<file path="config.mk">
export PLATFORM = sky130hd
export DESIGN_NAME = preset_slot_store_unit
export DESIGN_NICKNAME = d
export VERILOG_FILES = /design/src/sv/psu_pkg.sv /design/src/sv/psu_ram.sv /design/src/sv/psu_ctrl.sv /design/src/sv/preset_slot_store_unit.sv
export SDC_FILE = /design/constraint.sdc
export NUM_CORES = 2
export LEC_CHECK = 0
export BUFFER_PORTS_ARGS = -buffer_cell sky130_fd_sc_hd__buf_2
export CAP_MARGIN = 5
export CORE_MARGIN = 8
export CORE_UTILIZATION = 62
export CTS_CLUSTER_SIZE = 14
export DETAILED_ROUTE_END_ITERATION = 8
export GPL_ROUTABILITY_DRIVEN = 0
export PLACE_DENSITY = 0.79
export SLEW_MARGIN = 20
export SYNTH_ARGS = -nofsm -noshare
export SYNTH_HDL_FRONTEND = slang
export SYNTH_SLANG_ARGS = --single-unit
</file>
<file path="constraint.sdc">
create_clock -name clk -period 14.74 [get_ports clk]
set_clock_uncertainty 0.05 [all_clocks]
set_input_delay 0.737 -clock clk [delete_from_list [all_inputs] [get_ports clk]]
set_output_delay 0.737 -clock clk [all_outputs]
set_load 0.1 [all_outputs]
</file>
<file path="src/sv/psu_pkg.sv">
// shared types and constants of the preset slot store
package psu_pkg;

    // field widths and knob count fixed by the item format
    localparam int KNOB_W     = 16;
    localparam int KNOB_COUNT = 8;
    localparam int SLOT_IDX_W = 4;

    // operation codes of an input item
    typedef enum logic [2:0] {
        OP_SAVE        = 3'd0,
        OP_LOAD        = 3'd1,
        OP_NEXT        = 3'd2,
        OP_PREV        = 3'd3,
        OP_NEXT_ACTIVE = 3'd4,
        OP_PREV_ACTIVE = 3'd5,
        OP_SELECT      = 3'd6,
        OP_RANDOM      = 3'd7
    } op_t;

    // value register control from the sequencer
    typedef struct packed {
        logic load;  // a result is produced this cycle
        logic take;  // use the read row, else clear the values
    } val_ctrl_t;

endpackage

</file>
<file path="src/sv/psu_ram.sv">
// generic single write port ram with registered read
module psu_ram #(
    parameter int WIDTH = 128,
    parameter int DEPTH = 16
) (
    input  logic                     clk,
    input  logic                     we,
    input  logic [$clog2(DEPTH)-1:0] waddr,
    input  logic [WIDTH-1:0]         wdata,
    input  logic [$clog2(DEPTH)-1:0] raddr,
    output logic [WIDTH-1:0]         rdata
);

    logic [WIDTH-1:0] mem [DEPTH];

    // write and registered read
    always_ff @(posedge clk)
    begin
        if (we)
        begin
            mem[waddr] <= wdata;
        end
        rdata <= mem[raddr];
    end

endmodule

</file>
<file path="src/sv/psu_ctrl.sv">
// slot pointer, in-use flags and operation sequencer of the preset slot store
module psu_ctrl #(
    parameter int SLOT_COUNT = 16,
    parameter int SLOT_W     = 4
) (
    input  logic                           clk,
    input  logic                           rst_n,
    input  logic                           start,
    output logic                           busy,
    input  logic [2:0]                     opcode,
    input  logic [psu_pkg::SLOT_IDX_W-1:0] slot_index,
    input  logic                           go_forward,
    output logic                           mem_we,
    output logic [SLOT_W-1:0]              mem_waddr,
    output logic [SLOT_W-1:0]              mem_raddr,
    output psu_pkg::val_ctrl_t             vctl,
    output logic                           done,
    output logic [SLOT_W-1:0]              cur_slot,
    output logic                           slot_in_use,
    output logic                           values_loaded
);

    typedef enum logic [2:0] {
        ST_IDLE = 3'b001,
        ST_SEEK = 3'b010,
        ST_READ = 3'b100
    } state_t;

    state_t                  state_reg, state_next;
    logic [SLOT_W-1:0]       cur_reg, cur_next;
    logic [SLOT_W-1:0]       scan_reg, scan_next;
    logic                    fwd_reg, fwd_next;
    logic [SLOT_COUNT-1:0]   flags_reg, flags_next;
    logic                    any_reg, any_next;
    logic                    done_reg, done_next;
    logic                    in_use_reg, in_use_next;
    logic                    loaded_reg, loaded_next;
    logic [SLOT_W-1:0]       target;
    logic                    dir;
    psu_pkg::op_t            op;

    // circular step of a slot index
    function automatic logic [SLOT_W-1:0] step_slot(input logic [SLOT_W-1:0] s,
                                                    input logic fwd);
        logic [SLOT_W-1:0] r;
        if (fwd)
        begin
            r = (s == SLOT_W'(SLOT_COUNT - 1)) ? '0 : s + 1'b1;
        end
        else
        begin
            r = (s == '0) ? SLOT_W'(SLOT_COUNT - 1) : s - 1'b1;
        end
        return r;
    endfunction

    assign op = psu_pkg::op_t'(opcode);

    // select target, saturated to the last slot
    always_comb
    begin
        if (int'(slot_index) >= SLOT_COUNT)
        begin
            target = SLOT_W'(SLOT_COUNT - 1);
        end
        else
        begin
            target = SLOT_W'(slot_index);
        end
    end

    // search direction: fixed for next and prev active, go_forward for the others
    always_comb
    begin
        unique case (op)
            psu_pkg::OP_NEXT_ACTIVE: dir = 1'b1;
            psu_pkg::OP_PREV_ACTIVE: dir = 1'b0;
            default:                 dir = go_forward;
        endcase
    end

    // sequencer
    always_comb
    begin
        state_next  = state_reg;
        cur_next    = cur_reg;
        scan_next   = scan_reg;
        fwd_next    = fwd_reg;
        flags_next  = flags_reg;
        any_next    = any_reg;
        done_next   = 1'b0;
        in_use_next = in_use_reg;
        loaded_next = loaded_reg;
        mem_we      = 1'b0;
        mem_raddr   = cur_reg;
        vctl.load   = 1'b0;
        vctl.take   = 1'b0;
        unique case (state_reg)
            ST_IDLE:
            begin
                if (start)
                begin
                    unique case (op)
                        psu_pkg::OP_SAVE:
                        begin
                            mem_we              = 1'b1;
                            flags_next[cur_reg] = 1'b1;
                            any_next            = 1'b1;
                            done_next           = 1'b1;
                            in_use_next         = 1'b1;
                            loaded_next         = 1'b0;
                            vctl.load           = 1'b1;
                        end
                        psu_pkg::OP_LOAD:
                        begin
                            state_next = ST_READ;
                        end
                        psu_pkg::OP_NEXT, psu_pkg::OP_PREV:
                        begin
                            cur_next    = step_slot(cur_reg, op == psu_pkg::OP_NEXT);
                            done_next   = 1'b1;
                            in_use_next = flags_reg[cur_next];
                            loaded_next = 1'b0;
                            vctl.load   = 1'b1;
                        end
                        psu_pkg::OP_NEXT_ACTIVE, psu_pkg::OP_PREV_ACTIVE,
                        psu_pkg::OP_RANDOM:
                        begin
                            // with no slot in use the current slot is loaded
                            if (any_reg)
                            begin
                                scan_next  = step_slot(cur_reg, dir);
                                fwd_next   = dir;
                                state_next = ST_SEEK;
                            end
                            else
                            begin
                                state_next = ST_READ;
                            end
                        end
                        psu_pkg::OP_SELECT:
                        begin
                            if (target != cur_reg)
                            begin
                                cur_next   = target;
                                mem_raddr  = target;
                                state_next = ST_READ;
                            end
                            else
                            begin
                                done_next   = 1'b1;
                                in_use_next = flags_reg[cur_reg];
                                loaded_next = 1'b0;
                                vctl.load   = 1'b1;
                            end
                        end
                    endcase
                end
            end
            ST_SEEK:
            begin
                // one slot tested per cycle, always ends since a flag is set
                mem_raddr = scan_reg;
                if (flags_reg[scan_reg])
                begin
                    cur_next   = scan_reg;
                    state_next = ST_READ;
                end
                else
                begin
                    scan_next = step_slot(scan_reg, fwd_reg);
                end
            end
            ST_READ:
            begin
                // row data is valid now; a slot not in use gives values cleared to zero
                done_next   = 1'b1;
                in_use_next = flags_reg[cur_reg];
                loaded_next = 1'b1;
                vctl.load   = 1'b1;
                vctl.take   = flags_reg[cur_reg];
                state_next  = ST_IDLE;
            end
            default:
            begin
                state_next = ST_IDLE;
            end
        endcase
    end

    // state registers
    always_ff @(posedge clk or negedge rst_n)
    begin
        if (!rst_n)
        begin
            state_reg  <= ST_IDLE;
            cur_reg    <= '0;
            scan_reg   <= '0;
            fwd_reg    <= 1'b0;
            flags_reg  <= '0;
            any_reg    <= 1'b0;
            done_reg   <= 1'b0;
            in_use_reg <= 1'b0;
            loaded_reg <= 1'b0;
        end
        else
        begin
            state_reg  <= state_next;
            cur_reg    <= cur_next;
            scan_reg   <= scan_next;
            fwd_reg    <= fwd_next;
            flags_reg  <= flags_next;
            any_reg    <= any_next;
            done_reg   <= done_next;
            in_use_reg <= in_use_next;
            loaded_reg <= loaded_next;
        end
    end

    assign busy          = (state_reg != ST_IDLE);
    assign mem_waddr     = cur_reg;
    assign done          = done_reg;
    assign cur_slot      = cur_reg;
    assign slot_in_use   = in_use_reg;
    assign values_loaded = loaded_reg;

endmodule

</file>
<file path="src/sv/preset_slot_store_unit.sv">
// top level of the preset slot store: slot row ram, sequencer and result registers
//
// usage: drive opcode, slot_index, go_forward and knob_0..knob_7 and raise start;
// the item is taken at a rising edge with start high and busy low. each item
// gives one result, shown for exactly one cycle with done high; the receiver
// cannot stall and must take it in that cycle.
// from accept to done:
//   save, next, prev, select of the current slot: done follows in the next
//   cycle, busy stays low, so one item per cycle
//   load, select of another slot, active search with no slot in use: the read
//   state, then done; active search: the seek state tests one flag per cycle
//   over the circular distance k (1 to SLOT_COUNT) to the slot found, then read
// a save writes one row and a load takes one row read through the single slot ram.
// reset empties the store at once: the in-use flags clear, and a slot that is
// not in use reads as all zero, so the ram needs no clearing pass. the pointer
// returns to slot zero.
module preset_slot_store_unit #(
    parameter int SLOT_COUNT = 16,
    parameter int ROW_COUNT  = 8
) (
    input  logic               clk,
    input  logic               rst_n,
    input  logic               start,
    output logic               busy,
    input  logic [2:0]         opcode,
    input  logic [3:0]         slot_index,
    input  logic               go_forward,
    input  logic signed [15:0] knob_0,
    input  logic signed [15:0] knob_1,
    input  logic signed [15:0] knob_2,
    input  logic signed [15:0] knob_3,
    input  logic signed [15:0] knob_4,
    input  logic signed [15:0] knob_5,
    input  logic signed [15:0] knob_6,
    input  logic signed [15:0] knob_7,
    output logic               done,
    output logic signed [15:0] value_0,
    output logic signed [15:0] value_1,
    output logic signed [15:0] value_2,
    output logic signed [15:0] value_3,
    output logic signed [15:0] value_4,
    output logic signed [15:0] value_5,
    output logic signed [15:0] value_6,
    output logic signed [15:0] value_7,
    output logic [3:0]         current_slot,
    output logic               slot_in_use,
    output logic               values_loaded
);

    localparam int SLOT_W = $clog2(SLOT_COUNT);
    localparam int ROW_W  = ROW_COUNT * psu_pkg::KNOB_W;

    logic [psu_pkg::KNOB_COUNT-1:0][psu_pkg::KNOB_W-1:0] knob_all;
    logic [psu_pkg::KNOB_COUNT-1:0][psu_pkg::KNOB_W-1:0] rd_ext;
    logic [psu_pkg::KNOB_COUNT-1:0][psu_pkg::KNOB_W-1:0] value_reg, value_next;
    logic [ROW_COUNT-1:0][psu_pkg::KNOB_W-1:0]           wdata;
    logic [ROW_COUNT-1:0][psu_pkg::KNOB_W-1:0]           rdata;
    logic                                                mem_we;
    logic [SLOT_W-1:0]                                   mem_waddr;
    logic [SLOT_W-1:0]                                   mem_raddr;
    logic [SLOT_W-1:0]                                   cur_slot;
    psu_pkg::val_ctrl_t                                  vctl;

    // knob rows to store, knobs beyond the row count dropped
    assign knob_all = {knob_7, knob_6, knob_5, knob_4, knob_3, knob_2, knob_1, knob_0};
    assign wdata    = knob_all[ROW_COUNT-1:0];

    psu_ram #(
        .WIDTH (ROW_W),
        .DEPTH (SLOT_COUNT)
    ) u_ram (
        .clk   (clk),
        .we    (mem_we),
        .waddr (mem_waddr),
        .wdata (wdata),
        .raddr (mem_raddr),
        .rdata (rdata)
    );

    psu_ctrl #(
        .SLOT_COUNT (SLOT_COUNT),
        .SLOT_W     (SLOT_W)
    ) u_ctrl (
        .clk           (clk),
        .rst_n         (rst_n),
        .start         (start),
        .busy          (busy),
        .opcode        (opcode),
        .slot_index    (slot_index),
        .go_forward    (go_forward),
        .mem_we        (mem_we),
        .mem_waddr     (mem_waddr),
        .mem_raddr     (mem_raddr),
        .vctl          (vctl),
        .done          (done),
        .cur_slot      (cur_slot),
        .slot_in_use   (slot_in_use),
        .values_loaded (values_loaded)
    );

    // read row widened to all value ports, missing rows zero
    always_comb
    begin
        rd_ext                = '0;
        rd_ext[ROW_COUNT-1:0] = rdata;
    end

    // value result registers
    always_comb
    begin
        value_next = value_reg;
        if (vctl.load)
        begin
            value_next = vctl.take ? rd_ext : '0;
        end
    end

    always_ff @(posedge clk)
    begin
        value_reg <= value_next;
    end

    assign value_0      = value_reg[0];
    assign value_1      = value_reg[1];
    assign value_2      = value_reg[2];
    assign value_3      = value_reg[3];
    assign value_4      = value_reg[4];
    assign value_5      = value_reg[5];
    assign value_6      = value_reg[6];
    assign value_7      = value_reg[7];
    assign current_slot = 4'(cur_slot);

endmodule

</file>
==> metrics.txt <==
crit start category=register; period utilisation layout=0.427; worst hold path class=in2reg; final layout net count=5723; CP Capture Type=register; most instantiated library cell after synthesis=edfxtp_1; total of warnings raised by yosys=0; CTS H-Tree Depth=4; clock-pin slew on the worst setup and hold paths=60 ps; routed wire length=224000 µm; post-synth top area cell=edfxtp_1; final hold violations=0; final std cells w/o fill=7684; RSZ-0062 raised after global routing=false; Sum Neg Setup Slack=0 ps; Worst EP required=15450 ps; Die Span Y=392 µm; Overall Power=18.4 mW; vias in the first global route=49900; DRC=0; layout cells sized above 1=0.132; Core Area=0.141 mm²; First-pass DRT Iterations=8; Worst Tran Pin Value=1200 ps; max FFs per register=2048; IO Pins=275; fraction of registers with async set/reset=0.0137; TritonCTS clock tree=yes; cts repair resizes=0; initial core utilization=0.622; CTS Sinks=2336; Top reg by flops=u_ram.mem; CP Max Fanout=71; die area=0.154 mm²; row count=138; status=finished clean; min Tclk post-route=6290 ps; total global-route track usage=0.283; P&R area growth vs syn=11.6%; drt initial violations=7171; per-cell routed wire length=29.1 µm; Longest Clk Path Bufs=3; largest net degree at the start of global routing=176; Finish-stage setup viols=0; Synth Area per Inst=16.4 µm²; Post-synth EDFFs=2176; post-DP HPWL=106000 µm; max-cap check violation count=0; placed cells=7248; vias per cell=6.65; vias=51100; area share of the largest cell type after synthesis=0.745; Netlist Area Pre-Place=0.0877 mm²; Leak Pwr=32.5 nW; Yosys reg bits=2336; Peak VDD IR=0.232 mV; sequential fraction of the synthesis area=0.783; Mapped Nets=5491; clock root buffer=clkbuf_16; total grt overflow=0; Mapped Cells=5346; Port Buffers=274; first-pass GRT wire length=322000 µm; commonest cells in the netlist=2176 x edfxtp_1, 545 x nand2_1, 521 x mux2i_1; Max Slew Vio Count=0; fillers=8507; Max-slew headroom=0.200; Power Density=188 mW/mm²; worst skew pair latency=860 ps; worst path arrival time=7000 ps; Detail Route Antenna Nets=0; predominant post-synthesis flop cell=edfxtp_1; Setup Crit Path Kind=reg2reg; antenna violations before repair=61; cts bufs inserted=216; Yosys cell types=65; Top Registers=u_ram.mem (2048), u_ram.rdata (128); max frequency=159 MHz; die width=392 µm; top area cells in the synthesized netlist=edfxtp_1 74%, mux2i_1 5.9%, dfxtp_1 2.9%; worst setup margin=8450 ps; Place WS=8440 ps
[layout by cell type (no fill, tap or decap), types with 32 or more instances in the layout]
cell       count
and2_1       128
clkinv_2      47
nor4_1       129
nand2_1      541
o2bb2ai_1    127
a21oi_1      396
edfxtp_1    2176
mux2i_1      521
clkbuf_1      57
clkbuf_16    217
a221oi_1     127
buf_4         79
buf_2        274
o21ai_0      232
clkinv_1      32
dfxtp_1      128
o21ai_1       35
o22ai_1      130
a31oi_1      133
[path summary, 6_finish.rpt]
kind	end	from	cells after the start	slack, ps
worst max-delay path	u_ram.rdata[81]	u_ctrl.state_reg[1]	10	8450
worst min-delay path	u_ram.mem[10][23]	knob_1[7]	1	210
worst max register to register	u_ram.rdata[81]	u_ctrl.state_reg[1]	10	8450
worst min register to register	u_ctrl.any_reg	u_ctrl.any_reg	1	440
max in group asynchronous	u_ctrl.values_loaded	rst_n	2	13720
min in group asynchronous	u_ctrl.cur_slot[2]	rst_n	2	440
[critical path: stages, from the launching register on]
cell      delay, ps
dfrtp_1         450
nor3b_2         690
a21oi_2         180
a221oi_4        260
buf_4           750
nand2_8         560
nor2_4          950
buf_4           840
buf_4           940
a221oi_1        220
a21oi_1         230
[routing by layer]
layer | wire (µm) | global-route usage | vias up
met2 | 105000 | 0.447 | 3576
met4 | 7360 | 0.103 | 32
met5 | 207 | 0 | -
met1 | 83100 | 0.389 | 25500
met3 | 27500 | 0.0683 | 579
li1 | - | - | 21500
[repair_timing]
item | CTS | global route
buffers inserted | 0 | 0
setup endpoints to repair | 0 | 0
endpoints found under the hold margin | 31 | 0
hold buffers | 1 | 0
[layout make-up]
cell class,count,area (µm²),share of cell area
sequential,2336,68700,0.702
multi-input combinational,2647,17500,0.179
clock buffer,289,5850,0.0598
tap,1890,2360,0.0242
timing repair buffer,368,2250,0.0230
clock inverter,117,1060,0.0109
antenna,28,70.1,0.000716
inverter,9,33.8,0.000345
[power breakdown]
part / switching, mW / internal, mW / total, mW / leakage, nW
Sequential: 0.203 / 7.61 / 7.82 / 21.1
Clock: 2.39 / 3.04 / 5.43 / 3.40
Combinational: 3.67 / 1.49 / 5.16 / 7.96
[metrics by stage]
stage	hold WS, ps	area, µm²	utilization
6_report	206	97900	0.694
4_1_cts	136	97800	0.693
2_1_floorplan	390	87700	-
3_5_place_dp	424	90900	0.644
5_1_grt	183	97800	0.694
3_3_place_gp	422	90900	0.644
[logic make-up after synthesis]
kind of cell	after synthesis	synth area share
buf+inv	363	0.0192
xor+xnor	9	0.000984
mux	537	0.0630
simple gates	880	0.0469
flops	2336	0.783
fa+ha+maj	6	0.000856
compound gates	1215	0.0858
Power figures use the tool's default switching activity.
